--- src/design/pts_pkg.sv ---
`timescale 1ns / 1ps
`default_nettype none

package pts_pkg;

   // event codes
   localparam logic [3:0] FN_TICK      = 4'd0;
   localparam logic [3:0] FN_CREATE    = 4'd1;
   localparam logic [3:0] FN_DELETE    = 4'd2;
   localparam logic [3:0] FN_ACTIVATE  = 4'd3;
   localparam logic [3:0] FN_TERMINATE = 4'd4;
   localparam logic [3:0] FN_SLEEP     = 4'd5;
   localparam logic [3:0] FN_IO_WAIT   = 4'd6;
   localparam logic [3:0] FN_IO_DONE   = 4'd7;
   localparam logic [3:0] FN_QUERY     = 4'd8;

   // status codes
   localparam logic [2:0] STS_OK        = 3'd0;
   localparam logic [2:0] STS_BAD_ID    = 3'd1;
   localparam logic [2:0] STS_BAD_STATE = 3'd2;
   localparam logic [2:0] STS_BAD_PARAM = 3'd3;
   localparam logic [2:0] STS_FULL      = 3'd4;

   // thread states
   localparam logic [2:0] TS_DEAD    = 3'd0;
   localparam logic [2:0] TS_RUNNING = 3'd1;
   localparam logic [2:0] TS_READY   = 3'd2;
   localparam logic [2:0] TS_WAITING = 3'd3;
   localparam logic [2:0] TS_EMPTY   = 3'd4;

   // priorities
   localparam logic [1:0] PR_IDLE   = 2'd0;
   localparam logic [1:0] PR_LOW    = 2'd1;
   localparam logic [1:0] PR_NORMAL = 2'd2;
   localparam logic [1:0] PR_HIGH   = 2'd3;

   localparam int IDLE_ID = 1;

   typedef struct packed {
      logic [3:0]  func;
      logic [4:0]  target_thread;
      logic [1:0]  new_priority;
      logic [15:0] sleep_ticks;
      logic        sleep_forever;
   } req_type;

   typedef struct packed {
      logic [2:0] status;
      logic [4:0] running_now;
      logic       switched;
      logic [4:0] created_id;
      logic [2:0] queried_state;
   } rsp_type;

   typedef enum logic [3:0] {
      S_IDLE,
      S_EVAL,
      S_POP,
      S_POP_WAIT,
      S_RUN_WR,
      S_SCHED,
      S_SCHED_EV,
      S_RM_RD,
      S_RM_CHK,
      S_TICK_RD,
      S_TICK_EV,
      S_TICK_NEXT,
      S_DONE
   } fsm_state_type;

endpackage

`default_nettype wire

--- src/design/priority_thread_scheduler_core.sv ---
`timescale 1ns / 1ps
`default_nettype none
// Events are handled one at a time: a tick scans the slots serially through the one-read
// one-write slot table, and a terminate walks its ready queue entry by entry. The next event
// is taken the cycle after the result; rsp_valid strobes once per transfer and the receiver
// cannot stall. Synchronous reset: no clearing pass, valid bits give the reset table
// contents at once.
module priority_thread_scheduler_core
   import pts_pkg::*;
#(
   parameter int MAX_THREADS = 32,
   parameter int TICK_BITS   = 16
) (
   input  wire     clock,
   input  wire     reset,
   input  wire     start,
   output logic    busy,
   input  req_type req_item,
   output logic    rsp_valid,
   output rsp_type rsp_item
);

   localparam int ID_W  = $clog2(MAX_THREADS);
   localparam int CNT_W = $clog2(MAX_THREADS + 1);
   localparam int QA_W  = ID_W + 2;
   localparam logic [32:0] TICK_MAX = (33'd1 << TICK_BITS) - 33'd1;

   typedef struct packed {
      logic [2:0]           st;
      logic [1:0]           pr;
      logic [TICK_BITS-1:0] sl;
   } slot_type;

   // wraps a queue position around the table size
   function automatic logic [ID_W-1:0] wrap_add(input logic [ID_W-1:0] a,
                                                input logic [CNT_W-1:0] b);
      logic [CNT_W:0] s;
      s = (CNT_W+1)'(a) + (CNT_W+1)'(b);
      if (s >= (CNT_W+1)'(MAX_THREADS)) s = s - (CNT_W+1)'(MAX_THREADS);
      return ID_W'(s);
   endfunction

   // ---------------------------------------------------------------------
   // Memories: slot table (state, priority, sleep count) and ready queues.
   // Queue memory address is {priority, position}.
   // ---------------------------------------------------------------------
   slot_type           slot_mem [MAX_THREADS];
   logic [ID_W-1:0]    queue_mem [1 << QA_W];

   logic               slot_wr_en;
   logic [ID_W-1:0]    slot_wr_addr;
   slot_type           slot_wr_data;
   logic [ID_W-1:0]    slot_rd_addr;
   slot_type           slot_q_ff;
   logic               rd_vld_ff;
   logic [ID_W-1:0]    rd_addr_ff;
   logic [MAX_THREADS-1:0] vld_ff;
   slot_type           ent;

   logic               q_wr_en;
   logic [QA_W-1:0]    q_wr_addr;
   logic [ID_W-1:0]    q_wr_data;
   logic [QA_W-1:0]    q_rd_addr;
   logic [ID_W-1:0]    q_rdata_ff;

   always_ff @(posedge clock) begin
      if (slot_wr_en) begin
         slot_mem[slot_wr_addr] <= slot_wr_data;
      end
      slot_q_ff  <= slot_mem[slot_rd_addr];
      rd_vld_ff  <= vld_ff[slot_rd_addr];
      rd_addr_ff <= slot_rd_addr;
   end

   always_ff @(posedge clock) begin
      if (reset) begin
         vld_ff <= '0;
      end else if (slot_wr_en) begin
         vld_ff[slot_wr_addr] <= 1'b1;
      end
   end

   always_ff @(posedge clock) begin
      if (q_wr_en) begin
         queue_mem[q_wr_addr] <= q_wr_data;
      end
      q_rdata_ff <= queue_mem[q_rd_addr];
   end

   // never-written slots read as their reset contents
   always_comb begin
      if (rd_vld_ff) begin
         ent = slot_q_ff;
      end else if (rd_addr_ff == '0) begin
         ent = '{st: TS_RUNNING, pr: PR_NORMAL, sl: '0};
      end else if (rd_addr_ff == ID_W'(IDLE_ID)) begin
         ent = '{st: TS_READY, pr: PR_IDLE, sl: '0};
      end else begin
         ent = '{st: TS_EMPTY, pr: PR_IDLE, sl: '0};
      end
   end

   // ---------------------------------------------------------------------
   // Control registers
   // ---------------------------------------------------------------------
   fsm_state_type      state_ff, state_in;
   req_type            req_ff, req_in;
   logic [2:0]         status_ff, status_in;
   logic [4:0]         created_ff, created_in;
   logic [2:0]         qstate_ff, qstate_in;
   logic [ID_W-1:0]    before_ff, before_in;
   logic [ID_W-1:0]    cur_ff, cur_in;
   logic [ID_W-1:0]    op_id_ff, op_id_in;
   logic [CNT_W-1:0]   next_id_ff, next_id_in;
   logic [CNT_W-1:0]   idx_ff, idx_in;
   logic [CNT_W-1:0]   rm_i_ff, rm_i_in;
   logic [CNT_W-1:0]   rm_w_ff, rm_w_in;
   logic [1:0]         rm_p_ff, rm_p_in;
   logic [ID_W-1:0]    head_ff [1:3];
   logic [ID_W-1:0]    head_in [1:3];
   logic [ID_W-1:0]    tail_ff [1:3];
   logic [ID_W-1:0]    tail_in [1:3];
   logic [CNT_W-1:0]   cnt_ff  [1:3];
   logic [CNT_W-1:0]   cnt_in  [1:3];

   // queue pointer requests
   logic               enq_en;
   logic [1:0]         enq_p;
   logic [ID_W-1:0]    enq_t;
   logic               enq_ok;
   logic               pop_en;
   logic [1:0]         pop_p;
   logic               rm_fin;
   logic               rm_wr;

   // ---------------------------------------------------------------------
   // Decode helpers
   // ---------------------------------------------------------------------
   logic               tgt_ok;
   logic [ID_W-1:0]    tgt_id;
   logic               any_rdy;
   logic [1:0]         best_p;
   logic               gone;
   logic               sch_ret;
   logic               sch_to_idle;
   logic               sch_preempt;
   logic [1:0]         sch_pop_p;
   logic               is_tick;
   logic [TICK_BITS-1:0] sleep_sat;
   logic [ID_W-1:0]    rm_pos;
   logic               ev_ok;

   assign tgt_ok  = 32'(req_item.target_thread) < MAX_THREADS;
   assign tgt_id  = ID_W'(req_item.target_thread);
   assign any_rdy = (cnt_ff[1] != '0) || (cnt_ff[2] != '0) || (cnt_ff[3] != '0);
   assign best_p  = (cnt_ff[3] != '0) ? PR_HIGH : ((cnt_ff[2] != '0) ? PR_NORMAL : PR_LOW);
   assign gone    = (ent.st == TS_WAITING) || (ent.st == TS_DEAD);
   assign is_tick = req_ff.func == FN_TICK;
   assign rm_pos  = wrap_add(head_ff[rm_p_ff], rm_i_ff);
   assign sleep_sat = (33'(req_ff.sleep_ticks) > TICK_MAX) ? TICK_BITS'(TICK_MAX)
                                                            : TICK_BITS'(req_ff.sleep_ticks);

   // scheduler decision on the running thread's entry
   always_comb begin
      sch_ret     = 1'b0;
      sch_to_idle = 1'b0;
      sch_preempt = 1'b0;
      sch_pop_p   = best_p;
      if (ent.pr == PR_IDLE && !any_rdy) begin
         sch_ret = 1'b1;
      end else if (gone && !any_rdy) begin
         sch_to_idle = 1'b1;
      end else if (gone || ent.pr == PR_IDLE) begin
         sch_pop_p = best_p;
      end else if (ent.pr != PR_HIGH && cnt_ff[3] != '0) begin
         sch_preempt = 1'b1;
         sch_pop_p   = PR_HIGH;
      end else if (ent.pr == PR_LOW && cnt_ff[2] != '0) begin
         sch_preempt = 1'b1;
         sch_pop_p   = PR_NORMAL;
      end else begin
         sch_ret = 1'b1;
      end
   end

   // event checks on the fetched entry
   always_comb begin
      ev_ok = 1'b0;
      case (req_ff.func) inside
         FN_DELETE, FN_ACTIVATE: ev_ok = ent.st == TS_DEAD;
         FN_TERMINATE: ev_ok = ent.st != TS_EMPTY && ent.st != TS_DEAD
                               && op_id_ff != ID_W'(IDLE_ID);
         FN_IO_DONE:   ev_ok = ent.st == TS_WAITING && ent.sl == '0;
         default:      ev_ok = 1'b1;
      endcase
   end

   // ---------------------------------------------------------------------
   // Next state
   // ---------------------------------------------------------------------
   always_comb begin
      state_in = state_ff;
      unique case (state_ff)
         S_IDLE: begin
            if (start) begin
               unique case (req_item.func) inside
                  FN_TICK: state_in = S_TICK_RD;
                  FN_DELETE, FN_ACTIVATE, FN_TERMINATE, FN_IO_DONE, FN_QUERY:
                     state_in = tgt_ok ? S_EVAL : S_DONE;
                  FN_SLEEP:
                     state_in = (req_item.sleep_forever || cur_ff == ID_W'(IDLE_ID))
                                ? S_DONE : S_EVAL;
                  FN_IO_WAIT: state_in = (cur_ff == ID_W'(IDLE_ID)) ? S_DONE : S_EVAL;
                  default: state_in = S_DONE;
               endcase
            end
         end
         S_EVAL: begin
            if (ent.st == TS_EMPTY || !ev_ok) begin
               state_in = S_DONE;
            end else begin
               unique case (req_ff.func) inside
                  FN_ACTIVATE, FN_IO_DONE, FN_IO_WAIT: state_in = S_SCHED;
                  FN_TERMINATE: state_in = (ent.pr != PR_IDLE) ? S_RM_RD : S_SCHED;
                  FN_SLEEP: state_in = (req_ff.sleep_ticks == '0) ? S_POP : S_SCHED;
                  default: state_in = S_DONE;
               endcase
            end
         end
         S_POP:      state_in = S_POP_WAIT;
         S_POP_WAIT: state_in = S_RUN_WR;
         S_RUN_WR:   state_in = is_tick ? S_TICK_NEXT : S_DONE;
         S_SCHED:    state_in = S_SCHED_EV;
         S_SCHED_EV: begin
            if (sch_ret) begin
               state_in = is_tick ? S_TICK_NEXT : S_DONE;
            end else if (sch_to_idle) begin
               state_in = S_RUN_WR;
            end else begin
               state_in = S_POP_WAIT;
            end
         end
         S_RM_RD:  state_in = (rm_i_ff == cnt_ff[rm_p_ff]) ? S_SCHED : S_RM_CHK;
         S_RM_CHK: state_in = S_RM_RD;
         S_TICK_RD: state_in = (idx_ff == CNT_W'(MAX_THREADS)) ? S_DONE : S_TICK_EV;
         S_TICK_EV: state_in = (ent.sl == TICK_BITS'(1)) ? S_SCHED : S_TICK_NEXT;
         S_TICK_NEXT: state_in = S_TICK_RD;
         S_DONE:   state_in = S_IDLE;
         default:  state_in = S_IDLE;
      endcase
   end

   // ---------------------------------------------------------------------
   // Datapath and memory controls
   // ---------------------------------------------------------------------
   always_comb begin
      req_in     = req_ff;
      status_in  = status_ff;
      created_in = created_ff;
      qstate_in  = qstate_ff;
      before_in  = before_ff;
      cur_in     = cur_ff;
      op_id_in   = op_id_ff;
      next_id_in = next_id_ff;
      idx_in     = idx_ff;
      rm_i_in    = rm_i_ff;
      rm_w_in    = rm_w_ff;
      rm_p_in    = rm_p_ff;
      slot_wr_en   = 1'b0;
      slot_wr_addr = op_id_ff;
      slot_wr_data = ent;
      slot_rd_addr = op_id_ff;
      enq_en = 1'b0;
      enq_p  = ent.pr;
      enq_t  = op_id_ff;
      pop_en = 1'b0;
      pop_p  = best_p;
      rm_fin = 1'b0;
      rm_wr  = 1'b0;
      q_rd_addr = {best_p, head_ff[best_p]};

      case (state_ff)
         S_IDLE: begin
            if (start) begin
               req_in     = req_item;
               status_in  = STS_OK;
               created_in = '0;
               qstate_in  = '0;
               before_in  = cur_ff;
               idx_in     = '0;
               op_id_in   = tgt_id;
               if (req_item.func == FN_SLEEP || req_item.func == FN_IO_WAIT) begin
                  op_id_in = cur_ff;
               end
               slot_rd_addr = op_id_in;
               case (req_item.func) inside
                  FN_TICK: ;
                  FN_CREATE: begin
                     if (req_item.new_priority == PR_IDLE) begin
                        status_in = STS_BAD_PARAM;
                     end else if (next_id_ff >= CNT_W'(MAX_THREADS)) begin
                        status_in = STS_FULL;
                     end else begin
                        slot_wr_en   = 1'b1;
                        slot_wr_addr = ID_W'(next_id_ff);
                        slot_wr_data = '{st: TS_DEAD, pr: req_item.new_priority, sl: '0};
                        created_in   = 5'(next_id_ff);
                        next_id_in   = next_id_ff + CNT_W'(1);
                     end
                  end
                  FN_DELETE, FN_ACTIVATE, FN_TERMINATE, FN_IO_DONE: begin
                     if (!tgt_ok) status_in = STS_BAD_ID;
                  end
                  FN_QUERY: begin
                     if (!tgt_ok) begin
                        status_in = STS_BAD_ID;
                        qstate_in = TS_EMPTY;
                     end
                  end
                  FN_SLEEP: begin
                     if (req_item.sleep_forever) status_in = STS_BAD_PARAM;
                     else if (cur_ff == ID_W'(IDLE_ID)) status_in = STS_BAD_STATE;
                  end
                  FN_IO_WAIT: begin
                     if (cur_ff == ID_W'(IDLE_ID)) status_in = STS_BAD_STATE;
                  end
                  default: status_in = STS_BAD_PARAM;
               endcase
            end
         end
         S_EVAL: begin
            if (ent.st == TS_EMPTY && req_ff.func != FN_SLEEP
                && req_ff.func != FN_IO_WAIT) begin
               status_in = STS_BAD_ID;
               if (req_ff.func == FN_QUERY) qstate_in = TS_EMPTY;
            end else if (!ev_ok) begin
               status_in = STS_BAD_STATE;
            end else begin
               case (req_ff.func) inside
                  FN_DELETE: begin
                     slot_wr_en   = 1'b1;
                     slot_wr_data = '{st: TS_EMPTY, pr: ent.pr, sl: '0};
                  end
                  FN_ACTIVATE, FN_IO_DONE: begin
                     slot_wr_en   = 1'b1;
                     slot_wr_data = '{st: TS_READY, pr: ent.pr, sl: ent.sl};
                     enq_en       = 1'b1;
                  end
                  FN_TERMINATE: begin
                     slot_wr_en   = 1'b1;
                     slot_wr_data = '{st: TS_DEAD, pr: ent.pr, sl: '0};
                     rm_p_in = ent.pr;
                     rm_i_in = '0;
                     rm_w_in = '0;
                  end
                  FN_SLEEP: begin
                     slot_wr_en = 1'b1;
                     if (req_ff.sleep_ticks == '0) begin
                        slot_wr_data = '{st: TS_READY, pr: ent.pr, sl: ent.sl};
                        enq_en       = 1'b1;
                     end else begin
                        slot_wr_data = '{st: TS_WAITING, pr: ent.pr, sl: sleep_sat};
                     end
                  end
                  FN_IO_WAIT: begin
                     slot_wr_en   = 1'b1;
                     slot_wr_data = '{st: TS_WAITING, pr: ent.pr, sl: '0};
                  end
                  FN_QUERY: qstate_in = ent.st;
                  default: ;
               endcase
            end
         end
         S_POP: begin
            pop_en    = 1'b1;
            pop_p     = best_p;
            q_rd_addr = {best_p, head_ff[best_p]};
         end
         S_POP_WAIT: begin
            cur_in       = q_rdata_ff;
            slot_rd_addr = q_rdata_ff;
         end
         S_RUN_WR: begin
            slot_wr_en   = 1'b1;
            slot_wr_addr = cur_ff;
            slot_wr_data = '{st: TS_RUNNING, pr: ent.pr, sl: ent.sl};
         end
         S_SCHED: begin
            slot_rd_addr = cur_ff;
         end
         S_SCHED_EV: begin
            if (sch_to_idle) begin
               cur_in       = ID_W'(IDLE_ID);
               slot_rd_addr = ID_W'(IDLE_ID);
            end else if (!sch_ret) begin
               pop_en    = 1'b1;
               pop_p     = sch_pop_p;
               q_rd_addr = {sch_pop_p, head_ff[sch_pop_p]};
               if (gone) begin
                  slot_wr_en = 1'b0;
               end else begin
                  // preempted or idle runner goes back to ready
                  slot_wr_en   = 1'b1;
                  slot_wr_addr = cur_ff;
                  slot_wr_data = '{st: TS_READY, pr: ent.pr, sl: ent.sl};
                  enq_en       = sch_preempt;
                  enq_p        = ent.pr;
                  enq_t        = cur_ff;
               end
            end
         end
         S_RM_RD: begin
            q_rd_addr = {rm_p_ff, rm_pos};
            if (rm_i_ff == cnt_ff[rm_p_ff]) rm_fin = 1'b1;
         end
         S_RM_CHK: begin
            if (q_rdata_ff != op_id_ff) begin
               rm_wr   = 1'b1;
               rm_w_in = rm_w_ff + CNT_W'(1);
            end
            rm_i_in = rm_i_ff + CNT_W'(1);
         end
         S_TICK_RD: begin
            slot_rd_addr = ID_W'(idx_ff);
         end
         S_TICK_EV: begin
            slot_wr_addr = ID_W'(idx_ff);
            if (ent.sl != '0) begin
               slot_wr_en = 1'b1;
               slot_wr_data = '{st: (ent.sl == TICK_BITS'(1)) ? TS_READY : ent.st,
                                pr: ent.pr, sl: ent.sl - TICK_BITS'(1)};
               if (ent.sl == TICK_BITS'(1)) begin
                  enq_en = 1'b1;
                  enq_t  = ID_W'(idx_ff);
               end
            end
         end
         S_TICK_NEXT: begin
            idx_in = idx_ff + CNT_W'(1);
         end
         default: ;
      endcase
   end

   // queue memory write port: enqueue or compaction during removal
   always_comb begin
      enq_ok = 1'b0;
      for (int k = 1; k <= 3; k++) begin
         if (enq_p == 2'(k) && cnt_ff[k] < CNT_W'(MAX_THREADS)) enq_ok = 1'b1;
      end
   end

   always_comb begin
      if (rm_wr) begin
         q_wr_en   = 1'b1;
         q_wr_addr = {rm_p_ff, wrap_add(head_ff[rm_p_ff], rm_w_ff)};
         q_wr_data = q_rdata_ff;
      end else begin
         q_wr_en   = enq_en && enq_ok;
         q_wr_addr = {enq_p, tail_ff[(enq_p == PR_IDLE) ? PR_LOW : enq_p]};
         q_wr_data = enq_t;
      end
   end

   // queue pointers
   always_comb begin
      for (int k = 1; k <= 3; k++) begin
         head_in[k] = head_ff[k];
         tail_in[k] = tail_ff[k];
         cnt_in[k]  = cnt_ff[k];
         if (enq_en && enq_ok && enq_p == 2'(k)) begin
            tail_in[k] = wrap_add(tail_ff[k], CNT_W'(1));
            cnt_in[k]  = cnt_ff[k] + CNT_W'(1);
         end
         if (pop_en && pop_p == 2'(k)) begin
            head_in[k] = wrap_add(head_ff[k], CNT_W'(1));
            cnt_in[k]  = cnt_ff[k] - CNT_W'(1);
         end
         if (rm_fin && rm_p_ff == 2'(k)) begin
            cnt_in[k]  = rm_w_ff;
            tail_in[k] = wrap_add(head_ff[k], rm_w_ff);
         end
      end
   end

   always_ff @(posedge clock) begin
      if (reset) begin
         state_ff   <= S_IDLE;
         cur_ff     <= '0;
         next_id_ff <= CNT_W'(2);
         for (int k = 1; k <= 3; k++) begin
            head_ff[k] <= '0;
            tail_ff[k] <= '0;
            cnt_ff[k]  <= '0;
         end
      end else begin
         state_ff   <= state_in;
         cur_ff     <= cur_in;
         next_id_ff <= next_id_in;
         for (int k = 1; k <= 3; k++) begin
            head_ff[k] <= head_in[k];
            tail_ff[k] <= tail_in[k];
            cnt_ff[k]  <= cnt_in[k];
         end
      end
   end

   always_ff @(posedge clock) begin
      req_ff     <= req_in;
      status_ff  <= status_in;
      created_ff <= created_in;
      qstate_ff  <= qstate_in;
      before_ff  <= before_in;
      op_id_ff   <= op_id_in;
      idx_ff     <= idx_in;
      rm_i_ff    <= rm_i_in;
      rm_w_ff    <= rm_w_in;
      rm_p_ff    <= rm_p_in;
   end

   // ---------------------------------------------------------------------
   // Outputs: result shown for one cycle in S_DONE
   // ---------------------------------------------------------------------
   always_comb begin
      busy      = state_ff != S_IDLE;
      rsp_valid = state_ff == S_DONE;
      rsp_item.status        = status_ff;
      rsp_item.running_now   = 5'(cur_ff);
      rsp_item.switched      = cur_ff != before_ff;
      rsp_item.created_id    = created_ff;
      rsp_item.queried_state = qstate_ff;
   end

endmodule

`default_nettype wire

--- config.mk ---
export PLATFORM = sky130hd
export DESIGN_NAME = priority_thread_scheduler_core
export DESIGN_NICKNAME = d
export VERILOG_FILES = /design/src/design/pts_pkg.sv /design/src/design/priority_thread_scheduler_core.sv
export SDC_FILE = /design/constraint.sdc
export NUM_CORES = 2
export LEC_CHECK = 0
export BUFFER_PORTS_ARGS = -buffer_cell sky130_fd_sc_hd__buf_2
export CORE_ASPECT_RATIO = 1.1
export CORE_MARGIN = 4
export CORE_UTILIZATION = 35
export DETAILED_ROUTE_END_ITERATION = 6
export GPL_ROUTABILITY_DRIVEN = 0
export PLACE_DENSITY = 0.52
export SLEW_MARGIN = 20
export SYNTH_ARGS = -nofsm -noshare
export SYNTH_HDL_FRONTEND = slang
export SYNTH_SLANG_ARGS = --single-unit
--- constraint.sdc ---
create_clock -name clock -period 11.1 [get_ports clock]
set_input_delay 3.33 -clock clock [delete_from_list [all_inputs] [get_ports clock]]
set_output_delay 3.33 -clock clock [all_outputs]
set_load 0.05 [all_outputs]
==> run summary <==
The final clock period utilization by the worst path came out at 65.7%. The required time at the endpoint of the critical path is 11.81 ns. For this configuration, the core starts out at a cell density of 35.3%. The fill cell instance count of the final layout came out at 17,447. The total I/O pin count came out at 50. The critical path is of the input pin to register type. The detailed-route wire length per cell is 25.1 um. The pre-antenna-repair detailed-routing pass consisted of 6 iterations. The post-cts resize count is 0. The final instance area is 73,500 um^2. The hold buffer count at CTS came out at 0. The number of cells on the worst reg-to-reg path is 13. The synthesized design contains 1,373 enable-type register cells. STA classifies the critical path startpoint as an input pin. The worst pin sits at a relative slew slack of 28.0%.

The async set or reset register ratio after synthesis is 0%. Traced cell by cell, the critical path runs through buf_2 -> xnor2_1 -> mux2i_1 -> o21a_1 -> nor3_4 -> buf_12 -> inv_8 -> buf_4 -> nand2_1 -> nand4_1 -> nand3_1 -> o22ai_1 -> or3_1. The H-tree depth came out at 4. Measured along the x axis, the die boundary spans 419 um.

Counting every net in the synthesized netlist gives 5,192. The arrival time of data at the critical path endpoint came out at 8.01 ns. Setup repair after global routing left no endpoint under its margin. The worst-case clock skew is 0.0350 ns. The total leakage power is 24.7 nW. The post-route minimum period is 7.29 ns. The number of antenna violations at the first check in global routing is 2. The worst supply voltage drop on vdd is 0.000396 V. The number of DRC violations after detailed routing is 0. The final number of hold-violating endpoints is 0. The total global-route track usage is 19.6%. The maximum net fanout on the critical path came out at 189. The total number of vias came out at 42,682. The sum of internal, switching and leakage power is 20.6 mW. The starting DRC count in detailed routing came out at 4,108. The number of cells produced by synthesis is 5,107. The slowest stage cell on the critical path is buf_4. The sum of net half-perimeters after detailed placement is 117,000 um. Clock-pin slew was measured on the worst setup and hold paths at 0.06 ns. In this design, the stage delay of the slowest critical-path cell is 0.86 ns. In this run the clock root is driven by a clkbuf_16.

The flow ran to the end, and the final reports show no timing, DRC or antenna violations. For the pin with the worst max-slew slack, the measured transition is 1.07 ns. The count of nets left with antenna violations once routing finished came out at 0. The total clock sinks came out at 1,502. The worst hold path depth is 2. Yosys mapped the design onto 100 distinct sky130hd cell types.

The share of the Yosys chip area taken by registers is 67.3%. The count of buffers from port buffering came out at 49. Relative to the synthesized area, the layout overhead comes to 12.9%. STA classifies the critical path endpoint as a register.

The final worst-path setup slack came out at 3.81 ns. The standard-cell row count came out at 165. Cells fill 39.9% of the core in the end.

The summed negative setup slack over all endpoints is 0 ns. In this run the register-to-register setup slack is 4.95 ns. The TritonCTS buffer count is 163. The final number of max-transition violations came to 0. The final setup violation count is 0. The maximum clock path buffer count is 3.

The number of nets in the layout came out at 5,230. After synthesis the netlist holds a flip-flop and latch count of 1,502. The main flop type after synthesis is edfxtp_1. The final layout contains routed wiring with a total length of 193,000 um.

The global-route met3 utilization is 2.71%. TritonCTS built the clock tree. In this run the most used layer during global routing was met2. The area of the placeable core is 184,000 um^2. The max-cap violation count is 0. For met2 alone, demand over resource in global routing was 32.9%.

The sum of overflow across all layers after global routing came out at 0. The die is 460 um tall. The tightest min-delay check is of the register to register type. The minimum setup slack after placement is 3.04 ns.

The via count of the first global-routing pass is 41,511. The post-detailed-route via-to-cell ratio is 5.54. The total die area came out at 193,000 um^2. The post-layout instance count excluding filler cells came out at 7,700. The fraction of final layout cells with drive strength greater than 1 is 9.62%.

The Yosys step of the flow raised 0 warnings. The pin count of the biggest net entering global routing came out at 190. In this run the post-CTS setup repair buffer count came out at 0. The highest attainable clock frequency came out at 137 MHz. The met1 track demand over resource in global routing came out at 26.1%.

The worst hold slack came out at 0.472 ns. The clock latency on the worst-skew pair came out at 0.80 ns. The area of the mapped netlist is 65,100 um^2. In this run, placement finished with an instance count of 7,401.

The power per standard cell area came out at 280 nW/um^2. The first-pass GRT wire length came out at 283,000 um. The average cell area after synthesis came out at 12.8 um^2. The placed instances occupy a cell area of 68,600 um^2.
==> cell families after synthesis <==
kind of cell,share of synthesized area (%)
DFF,67.3
xor gates and xnor gates,1.20
buffers and inverters,2.53
muxes,5.92
AOI/OAI and AO/OA,10.1
and+or+nand+nor,11.8
adders and majority gates,1.13
==> layout make-up <==
cell class,instances,area (um^2),area share (%)
inverters,95,364,0.495
flip-flops and latches,1502,43800,59.6
clock buffers,231,4450,6.06
multi-input cells,3202,20000,27.3
well taps,2421,3030,4.12
repair buffers,181,1300,1.77
diodes,1,2.50,0.00340
clock inverters,67,533,0.725
==> synth_stat cells (24+ instances only) <==
cell | n | area share, %
a211oi_1 | 189 | 2.2
a21o_1 | 28 | 0.32
a21oi_1 | 237 | 1.8
a22oi_1 | 45 | 0.52
a31oi_1 | 59 | 0.57
a32oi_1 | 27 | 0.36
and3_1 | 108 | 1.0
buf_2 | 94 | 0.72
clkbuf_1 | 192 | 1.1
dfxtp_1 | 129 | 4.0
edfxtp_1 | 1373 | 63
ha_1 | 46 | 0.88
inv_1 | 88 | 0.51
mux2i_1 | 372 | 5.7
nand2_1 | 803 | 4.6
nand3_1 | 193 | 1.5
nand4_1 | 70 | 0.67
nor2_1 | 349 | 2.0
nor3_1 | 24 | 0.18
o21ai_0 | 79 | 0.61
o22ai_1 | 89 | 0.85
or3_1 | 29 | 0.28
xnor2_1 | 41 | 0.55
xor2_1 | 43 | 0.58
==> final timing paths <==
check	startpoint	endpoint
min	vld_ff[8]	vld_ff[8]
min reg2reg	vld_ff[8]	vld_ff[8]
max reg2reg	register	q_rdata_ff[3]
max	req_item[25]	slot_q_ff[1]
==> state kept, by name (all words and copies together) (netlist names), 4 cells and up, named ones only <==
| name | count |
|---|---|
| vld_ff | 32 |
| next_id_ff | 6 |
| created_ff | 5 |
| queue_mem | 640 |
| tail_ff | 15 |
| sleep_sat | 16 |
| rd_addr_ff | 5 |
| head_ff | 15 |
| slot_q_ff | 21 |
| req_ff | 4 |
| op_id_ff | 5 |
| state_ff | 4 |
| slot_mem | 672 |
| cur_ff | 5 |
| before_ff | 5 |
| q_rdata_ff | 5 |
| rm_i_ff | 6 |
| cnt_ff | 18 |
| idx_ff | 6 |
| rm_w_ff | 6 |
==> critical path: cells and delay by family <==
kind                   cells  cell delay [ns]
multiplexers               1             0.33
AO/OA/AOI/OAI              2             0.96
AND/OR/NAND/NOR            5             0.61
XOR/XNOR                   1             0.52
buffers and inverters      4             2.00
==> routing by layer <==
layer  share of wire, %  routed length (um)
met1                 43               83200
met2                 49               94100
met3                5.2               10100
met4                3.1                5960
met5                  0                   0
==> cell usage in the layout (no fill, tap or decap), types with 45 or more instances in the layout <==
cell and instances:
nand2_1 800, a31oi_1 55, edfxtp_1 1373, mux2i_1 372, buf_2 48, a22oi_1 45
nor2_1 314, nand4_1 70, dfxtp_1 128, o21ai_0 64, o22ai_1 86, and3_1 108
nand3_1 193, buf_4 128, ha_1 46, clkbuf_16 166, clkbuf_1 58, a211oi_1 188
inv_1 88, a21oi_1 236
==> power by group <==
part | internal, mW | leakage [nW] | switching [mW] | total, mW
Clock | 2.86 | 2.41 | 2.26 | 5.12
Combinational | 2.22 | 8.75 | 5.46 | 7.68
Sequential | 7.44 | 13.6 | 0.326 | 7.76
Note: power is estimated with default switching activity, not from simulation.
